**src/rtl/core/hlu_pkg.sv**
```systemverilog
package hlu_pkg;

  // Default sample width, Q1.(SAMPLE_BITS-1).
  localparam int SAMPLE_BITS_DEF = 32;

  // Configuration register widths and indexes.
  localparam int FACTOR_BITS = 7;
  localparam int CFG_IDX_BITS = 1;
  localparam logic [CFG_IDX_BITS-1:0] REG_FACTOR = 1'b0;
  localparam logic [CFG_IDX_BITS-1:0] REG_ORDER = 1'b1;

  // Legal range of the upsampling factor.
  localparam logic [FACTOR_BITS-1:0] FACTOR_MIN = 7'd2;
  localparam logic [FACTOR_BITS-1:0] FACTOR_MAX = 7'd64;
  localparam logic [FACTOR_BITS-1:0] FACTOR_RESET = 7'd2;

  // Interpolation orders.
  localparam logic ORDER_HOLD = 1'b0;
  localparam logic ORDER_LINEAR = 1'b1;

  // Sequencer states.
  typedef enum logic [1:0] {
    ST_IDLE,
    ST_DIV,
    ST_EMIT
  } hlu_state_t;

  // Bring a factor into the legal range.
  function automatic logic [FACTOR_BITS-1:0] clamp_factor(input logic [FACTOR_BITS-1:0] f);
    logic [FACTOR_BITS-1:0] res;
    res = f;
    if (f < FACTOR_MIN) res = FACTOR_MIN;
    if (f > FACTOR_MAX) res = FACTOR_MAX;
    return res;
  endfunction

endpackage

```
**src/rtl/core/hlu_div.sv**
```systemverilog
module hlu_div #(
  parameter int SAMPLE_BITS = hlu_pkg::SAMPLE_BITS_DEF
) (
  input  logic                          clk,
  input  logic                          rst_n,
  input  logic                          start,
  input  logic [SAMPLE_BITS-1:0]        dividend,
  input  logic [hlu_pkg::FACTOR_BITS-1:0] divisor,
  output logic                          done,
  output logic [SAMPLE_BITS-1:0]        quo,
  output logic [hlu_pkg::FACTOR_BITS-1:0] rem
);
  import hlu_pkg::*;

  localparam int CNT_W = $clog2(SAMPLE_BITS);

  logic                   busy_r, busy_nxt;
  logic                   done_r, done_nxt;
  logic [CNT_W-1:0]       cnt_r, cnt_nxt;
  logic [SAMPLE_BITS-1:0] quo_r, quo_nxt;
  logic [FACTOR_BITS-1:0] rem_r, rem_nxt;
  logic [FACTOR_BITS-1:0] div_r, div_nxt;
  logic [FACTOR_BITS:0]   shifted;
  logic [FACTOR_BITS:0]   diff;
  logic                   ge;

  // One restoring step: bring down the next dividend bit and try the subtract.
  assign shifted = {rem_r, quo_r[SAMPLE_BITS-1]};
  assign ge = shifted >= {1'b0, div_r};
  assign diff = shifted - {1'b0, div_r};

  always_comb begin
    busy_nxt = busy_r;
    done_nxt = 1'b0;
    cnt_nxt = cnt_r;
    quo_nxt = quo_r;
    rem_nxt = rem_r;
    div_nxt = div_r;
    if (start) begin
      busy_nxt = 1'b1;
      cnt_nxt = '0;
      quo_nxt = dividend;
      rem_nxt = '0;
      div_nxt = divisor;
    end else if (busy_r) begin
      quo_nxt = {quo_r[SAMPLE_BITS-2:0], ge};
      rem_nxt = ge ? diff[FACTOR_BITS-1:0] : shifted[FACTOR_BITS-1:0];
      cnt_nxt = cnt_r + CNT_W'(1);
      if (cnt_r == CNT_W'(SAMPLE_BITS - 1)) begin
        busy_nxt = 1'b0;
        done_nxt = 1'b1;
      end
    end
  end

  // Control state is reset; the data path is not.
  always_ff @(posedge clk) begin
    if (!rst_n) begin
      busy_r <= 1'b0;
      done_r <= 1'b0;
      cnt_r <= '0;
    end else begin
      busy_r <= busy_nxt;
      done_r <= done_nxt;
      cnt_r <= cnt_nxt;
    end
  end

  always_ff @(posedge clk) begin
    quo_r <= quo_nxt;
    rem_r <= rem_nxt;
    div_r <= div_nxt;
  end

  assign done = done_r;
  assign quo = quo_r;
  assign rem = rem_r;

  // The remainder always ends below the divisor.
  a_rem_below_div: assert property (@(posedge clk) disable iff (!rst_n)
    done_r |-> (rem_r < div_r))
    else $error("divider remainder not below divisor");

  // Done is a single-cycle pulse.
  a_done_pulse: assert property (@(posedge clk) disable iff (!rst_n)
    done_r |=> !done_r)
    else $error("divider done held for more than one cycle");

  // A new division is only started when the unit is free.
  a_start_free: assert property (@(posedge clk) disable iff (!rst_n)
    start |-> !busy_r)
    else $error("divider started while busy");

endmodule

```
**src/rtl/core/hold_or_linear_upsampler_top.sv**
```systemverilog
// Integer-factor upsampler with sample hold or linear interpolation.
// Input beats (in_sample, in_discontinuity) are taken on in_valid while
// in_stall is low; result beats (out_sample, out_last_of_run) leave on
// out_valid while out_stall is low. Configuration is written through
// cfg_we / cfg_index / cfg_wdata: index 0 is the factor (clamped to 2..64),
// index 1 the order (0 hold, 1 linear), both taking effect on the next beat.
// In hold mode a beat gives factor results at one per cycle while the
// receiver does not stall. In linear mode a serial restoring divider
// first forms |new - prev| / factor, one quotient bit per cycle, before
// the run; the first beat after reset or a discontinuity only primes the
// stored sample and gives nothing. The results are then stepped out by
// one shared adder that adds the quotient plus a carry from the
// accumulated remainder.
// The block takes one beat at a time; the next beat is accepted once the
// last result of the run sits in the output register. When the receiver
// stalls, the output register holds and the run pauses.
// Synchronous reset returns factor 2, hold mode and no stored sample.
module hold_or_linear_upsampler_top #(
  parameter int SAMPLE_BITS = hlu_pkg::SAMPLE_BITS_DEF
) (
  input  logic                             clk,
  input  logic                             rst_n,
  input  logic                             in_valid,
  output logic                             in_stall,
  input  logic signed [SAMPLE_BITS-1:0]    in_sample,
  input  logic                             in_discontinuity,
  output logic                             out_valid,
  input  logic                             out_stall,
  output logic signed [SAMPLE_BITS-1:0]    out_sample,
  output logic                             out_last_of_run,
  input  logic                             cfg_we,
  input  logic [hlu_pkg::CFG_IDX_BITS-1:0] cfg_index,
  input  logic [hlu_pkg::FACTOR_BITS-1:0]  cfg_wdata
);
  import hlu_pkg::*;

  localparam int CNT_BITS = FACTOR_BITS - 1;

  hlu_state_t state_r, state_nxt;

  logic [FACTOR_BITS-1:0] cfg_factor_r;
  logic                   cfg_order_r;

  logic [SAMPLE_BITS-1:0] prev_r, prev_nxt;
  logic                   prev_valid_r, prev_valid_nxt;
  logic [SAMPLE_BITS-1:0] point_r, point_nxt;
  logic                   down_r, down_nxt;
  logic [SAMPLE_BITS-1:0] q_r, q_nxt;
  logic [FACTOR_BITS-1:0] r_r, r_nxt;
  logic [FACTOR_BITS-1:0] f_r, f_nxt;
  logic [FACTOR_BITS-1:0] rem_acc_r, rem_acc_nxt;
  logic [CNT_BITS-1:0]    cnt_r, cnt_nxt;

  logic                   out_valid_r, out_valid_nxt;
  logic [SAMPLE_BITS-1:0] out_sample_r, out_sample_nxt;
  logic                   out_last_r, out_last_nxt;

  logic                   in_acc;
  logic                   slot_free;
  logic [FACTOR_BITS-1:0] f_cur;
  logic                   is_down;
  logic [SAMPLE_BITS-1:0] mag;
  logic [FACTOR_BITS:0]   sum;
  logic [FACTOR_BITS:0]   sum_wrap;
  logic                   carry;
  logic [SAMPLE_BITS-1:0] step;
  logic                   last;

  logic                   div_start;
  logic                   div_done;
  logic [SAMPLE_BITS-1:0] div_quo;
  logic [FACTOR_BITS-1:0] div_rem;

  // Configuration registers.
  always_ff @(posedge clk) begin
    if (!rst_n) begin
      cfg_factor_r <= FACTOR_RESET;
      cfg_order_r <= ORDER_HOLD;
    end else if (cfg_we) begin
      unique case (cfg_index)
        REG_FACTOR: cfg_factor_r <= cfg_wdata;
        REG_ORDER:  cfg_order_r <= cfg_wdata[0];
        default: ;
      endcase
    end
  end

  assign in_stall = (state_r != ST_IDLE);
  assign in_acc = in_valid && !in_stall;
  assign slot_free = !out_valid_r || !out_stall;
  assign f_cur = clamp_factor(cfg_factor_r);

  // Direction and magnitude of the slope from the stored sample.
  assign is_down = $signed(in_sample) < $signed(prev_r);
  assign mag = is_down ? (prev_r - in_sample) : (in_sample - prev_r);

  // Shared stepping adder: quotient plus a carry from the remainder sum.
  assign sum = {1'b0, rem_acc_r} + {1'b0, r_r};
  assign sum_wrap = sum - {1'b0, f_r};
  assign carry = sum >= {1'b0, f_r};
  assign step = q_r + SAMPLE_BITS'(carry);
  assign last = ({1'b0, cnt_r} == (f_r - FACTOR_BITS'(1)));

  hlu_div #(
    .SAMPLE_BITS(SAMPLE_BITS)
  ) u_div (
    .clk      (clk),
    .rst_n    (rst_n),
    .start    (div_start),
    .dividend (mag),
    .divisor  (f_cur),
    .done     (div_done),
    .quo      (div_quo),
    .rem      (div_rem)
  );

  // Sequencer: next state and data path control.
  always_comb begin
    state_nxt = state_r;
    prev_nxt = prev_r;
    prev_valid_nxt = prev_valid_r;
    point_nxt = point_r;
    down_nxt = down_r;
    q_nxt = q_r;
    r_nxt = r_r;
    f_nxt = f_r;
    rem_acc_nxt = rem_acc_r;
    cnt_nxt = cnt_r;
    out_valid_nxt = out_valid_r && out_stall;
    out_sample_nxt = out_sample_r;
    out_last_nxt = out_last_r;
    div_start = 1'b0;
    unique case (state_r)
      ST_IDLE: begin
        if (in_acc) begin
          prev_nxt = in_sample;
          prev_valid_nxt = 1'b1;
          f_nxt = f_cur;
          rem_acc_nxt = '0;
          cnt_nxt = '0;
          if (cfg_order_r == ORDER_HOLD) begin
            point_nxt = in_sample;
            down_nxt = 1'b0;
            q_nxt = '0;
            r_nxt = '0;
            state_nxt = ST_EMIT;
          end else if (prev_valid_r && !in_discontinuity) begin
            point_nxt = prev_r;
            down_nxt = is_down;
            div_start = 1'b1;
            state_nxt = ST_DIV;
          end
        end
      end
      ST_DIV: begin
        if (div_done) begin
          q_nxt = div_quo;
          r_nxt = div_rem;
          state_nxt = ST_EMIT;
        end
      end
      ST_EMIT: begin
        if (slot_free) begin
          out_valid_nxt = 1'b1;
          out_sample_nxt = point_r;
          out_last_nxt = last;
          point_nxt = down_r ? (point_r - step) : (point_r + step);
          rem_acc_nxt = carry ? sum_wrap[FACTOR_BITS-1:0] : sum[FACTOR_BITS-1:0];
          cnt_nxt = cnt_r + CNT_BITS'(1);
          if (last) state_nxt = ST_IDLE;
        end
      end
      default: state_nxt = ST_IDLE;
    endcase
  end

  // Control registers.
  always_ff @(posedge clk) begin
    if (!rst_n) begin
      state_r <= ST_IDLE;
      prev_r <= '0;
      prev_valid_r <= 1'b0;
      out_valid_r <= 1'b0;
      cnt_r <= '0;
      rem_acc_r <= '0;
      f_r <= FACTOR_RESET;
    end else begin
      state_r <= state_nxt;
      prev_r <= prev_nxt;
      prev_valid_r <= prev_valid_nxt;
      out_valid_r <= out_valid_nxt;
      cnt_r <= cnt_nxt;
      rem_acc_r <= rem_acc_nxt;
      f_r <= f_nxt;
    end
  end

  // Data path registers.
  always_ff @(posedge clk) begin
    point_r <= point_nxt;
    down_r <= down_nxt;
    q_r <= q_nxt;
    r_r <= r_nxt;
    out_sample_r <= out_sample_nxt;
    out_last_r <= out_last_nxt;
  end

  assign out_valid = out_valid_r;
  assign out_sample = out_sample_r;
  assign out_last_of_run = out_last_r;

  // A pending result that is not the last of its run means the run is still going.
  a_run_open: assert property (@(posedge clk) disable iff (!rst_n)
    (out_valid_r && !out_last_r) |-> (state_r == ST_EMIT))
    else $error("non-final result pending outside a run");

  // The divider only reports while the sequencer waits for it.
  a_div_in_div: assert property (@(posedge clk) disable iff (!rst_n)
    div_done |-> (state_r == ST_DIV))
    else $error("divider finished outside the divide state");

  // The accumulated remainder stays below the factor while stepping.
  a_rem_acc: assert property (@(posedge clk) disable iff (!rst_n)
    (state_r == ST_EMIT) |-> (rem_acc_r < f_r))
    else $error("remainder accumulator reached the factor");

endmodule

```
**config.mk**
```make
export PLATFORM = sky130hd
export DESIGN_NAME = hold_or_linear_upsampler_top
export DESIGN_NICKNAME = d
export VERILOG_FILES = /design/src/rtl/core/hlu_pkg.sv /design/src/rtl/core/hlu_div.sv /design/src/rtl/core/hold_or_linear_upsampler_top.sv
export SDC_FILE = /design/constraint.sdc
export NUM_CORES = 1
export LEC_CHECK = 0
export ABC_AREA = 1
export BUFFER_PORTS_ARGS = -buffer_cell sky130_fd_sc_hd__buf_2
export CAP_MARGIN = 15
export CORE_MARGIN = 2
export CORE_UTILIZATION = 35
export CTS_BUF_LIST = sky130_fd_sc_hd__clkbuf_2 sky130_fd_sc_hd__clkbuf_4 sky130_fd_sc_hd__clkbuf_8
export CTS_CLUSTER_DIAMETER = 200
export CTS_CLUSTER_SIZE = 40
export DETAILED_ROUTE_END_ITERATION = 12
export GPL_ROUTABILITY_DRIVEN = 0
export PLACE_DENSITY_LB_ADDON = 0.2
export SYNTH_ARGS = -nofsm -noshare
export SYNTH_HDL_FRONTEND = slang
export SYNTH_SLANG_ARGS = --single-unit
```
**constraint.sdc**
```tcl
create_clock -name clk -period 8.47 [get_ports clk]
set_input_delay 1.694 -clock clk [delete_from_list [all_inputs] [get_ports clk]]
set_output_delay 1.694 -clock clk [all_outputs]
set_load 0.01 [all_outputs]
```
==> flow_metrics.tcl <==
set metrics [dict create \
    dieHeight_um 224.4 \
    ys_seq_area_share_pct 34.60 \
    whs_ns 0.4755 \
    combPwrFrac_pct 51.4 \
    worst_pin_slew_ns 0.8932 \
    postSynthAreaPerCell_um2 7.132 \
    start_util_pct 35.55 \
    setup_violations 0 \
    die_area_um2 50380 \
    cts_tree "done" \
    clock_latency_ns 0.61 \
    antenna_found_initial 1 \
    postCtsHoldBufs 0 \
    hold_violations 0 \
    post_cts_buffers 0 \
    post_cts_resized 0 \
    grt_pass1_vias 14750 \
    clkSinkCount 222 \
    post-route-period-util_pct 80.12 \
    final_common_cell "nand2_1" \
    slew_viol_final 0 \
    fin_util_pct 37.90 \
    seqPwrFrac_pct 36.9 \
    cp_max_fo 5 \
    area_delta_synth_final_pct 6.613 \
    antenna_left 0 \
    die_w_um 224.4 \
    rsz0062_at_grt "no" \
    grtUsageTotal_pct 20.95 \
    clock_skew_ns 0.06526 \
    total_power_mw 4.035 \
    yosysTopAreaCell "edfxtp_1" \
    drt-total-wl_mm 53.38 \
    slew_headroom_pct 39.91 \
    fillers 5063 \
    most-common-layout-cells "621 x nand2_1, 318 x inv_1, 260 x nor2_1, 203 x a21oi_1, 148 x o21ai_0" \
    cts_max_level 1 \
    cellPowerDensity_nw_per_um2 222.5 \
    placement.io_buffers 80 \
    drt_iter0_drc 1478 \
    power_switching_share_pct 46.46 \
    drive_gt1_share_pct 6.160 \
    std_cell_rows 80 \
    stdcell_area_um2 18130 \
    hp-class "reg -> reg" \
    fin_ws_ns 1.684 \
    crit_type "reg -> reg" \
    vias_per_cell 5.185 \
    period_minus_slack_ns 6.786 \
    syn_area_um2 17010 \
    cts_buffers 9 \
    ys_warn_count 0 \
    syn_inst 2385 \
    synth.distinct_cells 50 \
    routedWlPerCell_um 17.59 \
    cap_violations 0 \
    yosys-top-cells-area "edfxtp_1 25%, nand2_1 14%, dfxtp_1 9.2%" \
    dpl-instance-area_um2 17970 \
    fmaxAchievable_ghz 0.1474 \
    drc 0 \
    status "finished, final reports clean" \
    slowest_delay_ns 0.80 \
    required_ns 8.85 \
    end_kind "flip-flop" \
    final_cells 3035 \
    dp_hpwl_mm 42.26 \
    crit_path_start_kind "flip-flop" \
    p_clk_share_pct 11.7 \
    io_pins 81 \
    cpMaxStageDelayCell "nor4_1" \
    grt_pass1_wl_mm 82.34 \
    leakage_nw 8.120 \
    internal_power_mw 2.160 \
    via_count 15740 \
    crit_top_cell "nand2_1" \
    first_pass_iters 5 \
    clk_path_buf_depth 3 \
    ir_drop_uv 118.5 \
    arrival_ns 7.17 \
    final.setup.tns_ns 0 \
    pre_cts_ws_ns 1.782 \
    dp_cells 3021 \
    core-area_um2 47850 \
    grt_max_degree 55 \
    overflow 0 \
    synthesis.nets 2559 \
    cts-root-buf "clkbuf_8" \
    fin_nets 2591 \
    clk_pin_slew_ns 0.24 \
    p_switching_mw 1.874 \
    synth-seq-cells 222 \
    synth_top_area_share_pct 25.42 \
]
[worst max-delay path, delay by kind of cell (launching register included)]
kind	cells	cell delay (ns)
adders and majority gates	6	1.79
buffers and inverters	4	0.27
and+or+nand+nor	16	2.78
DFF	1	0.45
AOI/OAI and AO/OA	7	0.97
xor gates and xnor gates	2	0.35
[state kept, by name, summed over array words and instances (netlist names), 2 cells and up]
signal	cells
q_r	32
f_r	7
u_div.rem	7
out_sample	32
r_r	7
u_div.cnt_r	5
state_r	2
point_r	32
u_div.div_r	7
cfg_factor_r	7
u_div.quo	32
prev_r	32
rem_acc_r	7
cnt_r	6
[power by group through the flow]
stage / registers, mW / clock network, mW / logic (mW)
2_1_floorplan: 1.46 / 0 / 1.47
3_3_place_gp: 1.51 / 0 / 2.04
3_5_place_dp: 1.51 / 0 / 2.04
4_1_cts: 1.49 / 0.490 / 2.06
5_1_grt: 1.50 / 0.517 / 2.33
6_report: 1.49 / 0.471 / 2.07
[final cells by class]
cell class	count	area [um^2]	area share, %
antenna	1	2.502	0.01380
clock buffer	11	138.9	0.7659
clock inverter	2	25.02	0.1380
inverter	327	1227	6.769
multi-input combinational	1763	9579	52.83
sequential	222	5886	32.46
tap	615	769.5	4.243
timing repair buffer	94	505.5	2.788
[cells by family after synthesis]
family / Yosys count / synth area share [%]
simple gates: 1034 / 24.81
xor+xnor: 114 / 5.870
buf+inv: 400 / 9.166
fa+ha+maj: 128 / 9.681
compound gates: 487 / 15.87
flops: 222 / 34.60
[synth_stat cells (all sizes together)]
cell type and count:
o221ai 2, nand4 12, o2111ai 4, xnor2 31, o21bai 14, edfxtp 144, inv 323, a21oi 204
a221oi 1, a22oi 1, dfxtp 78, o22ai 47, nand3 71, o211ai 11, nor3b 3, a21boi 5
buf 29, nand3b 9, o31ai 4, and2 1, and3 1, fa 6, xor2 83, clkinv 4
a31oi 7, ha 122, a211oi 6, a21o 13, nor3 26, nor4 3, o21a 7, clkbuf 44
o21ai 161, nor2 276, nand2 631, or2 1
[routing by layer]
metal  global-route usage [%]  routed length (um)
met1                    30.49               25060
met2                    32.66               23100
met3                    2.260                3674
met4                    6.217                1545
met5                        0                   0
[final timing paths]
| check | start | to | slack [ns] | cells past startpoint |
|---|---|---|---|---|
| worst max-delay path | r_r[2] | point_r[22] | 1.68 | 35 |
| worst min-delay path | prev_valid_r | prev_valid_r | 0.48 | 2 |
| worst max register to register | r_r[2] | point_r[22] | 1.68 | 35 |
| worst min register to register | prev_valid_r | prev_valid_r | 0.48 | 2 |
(Power assumes the default switching activity.)
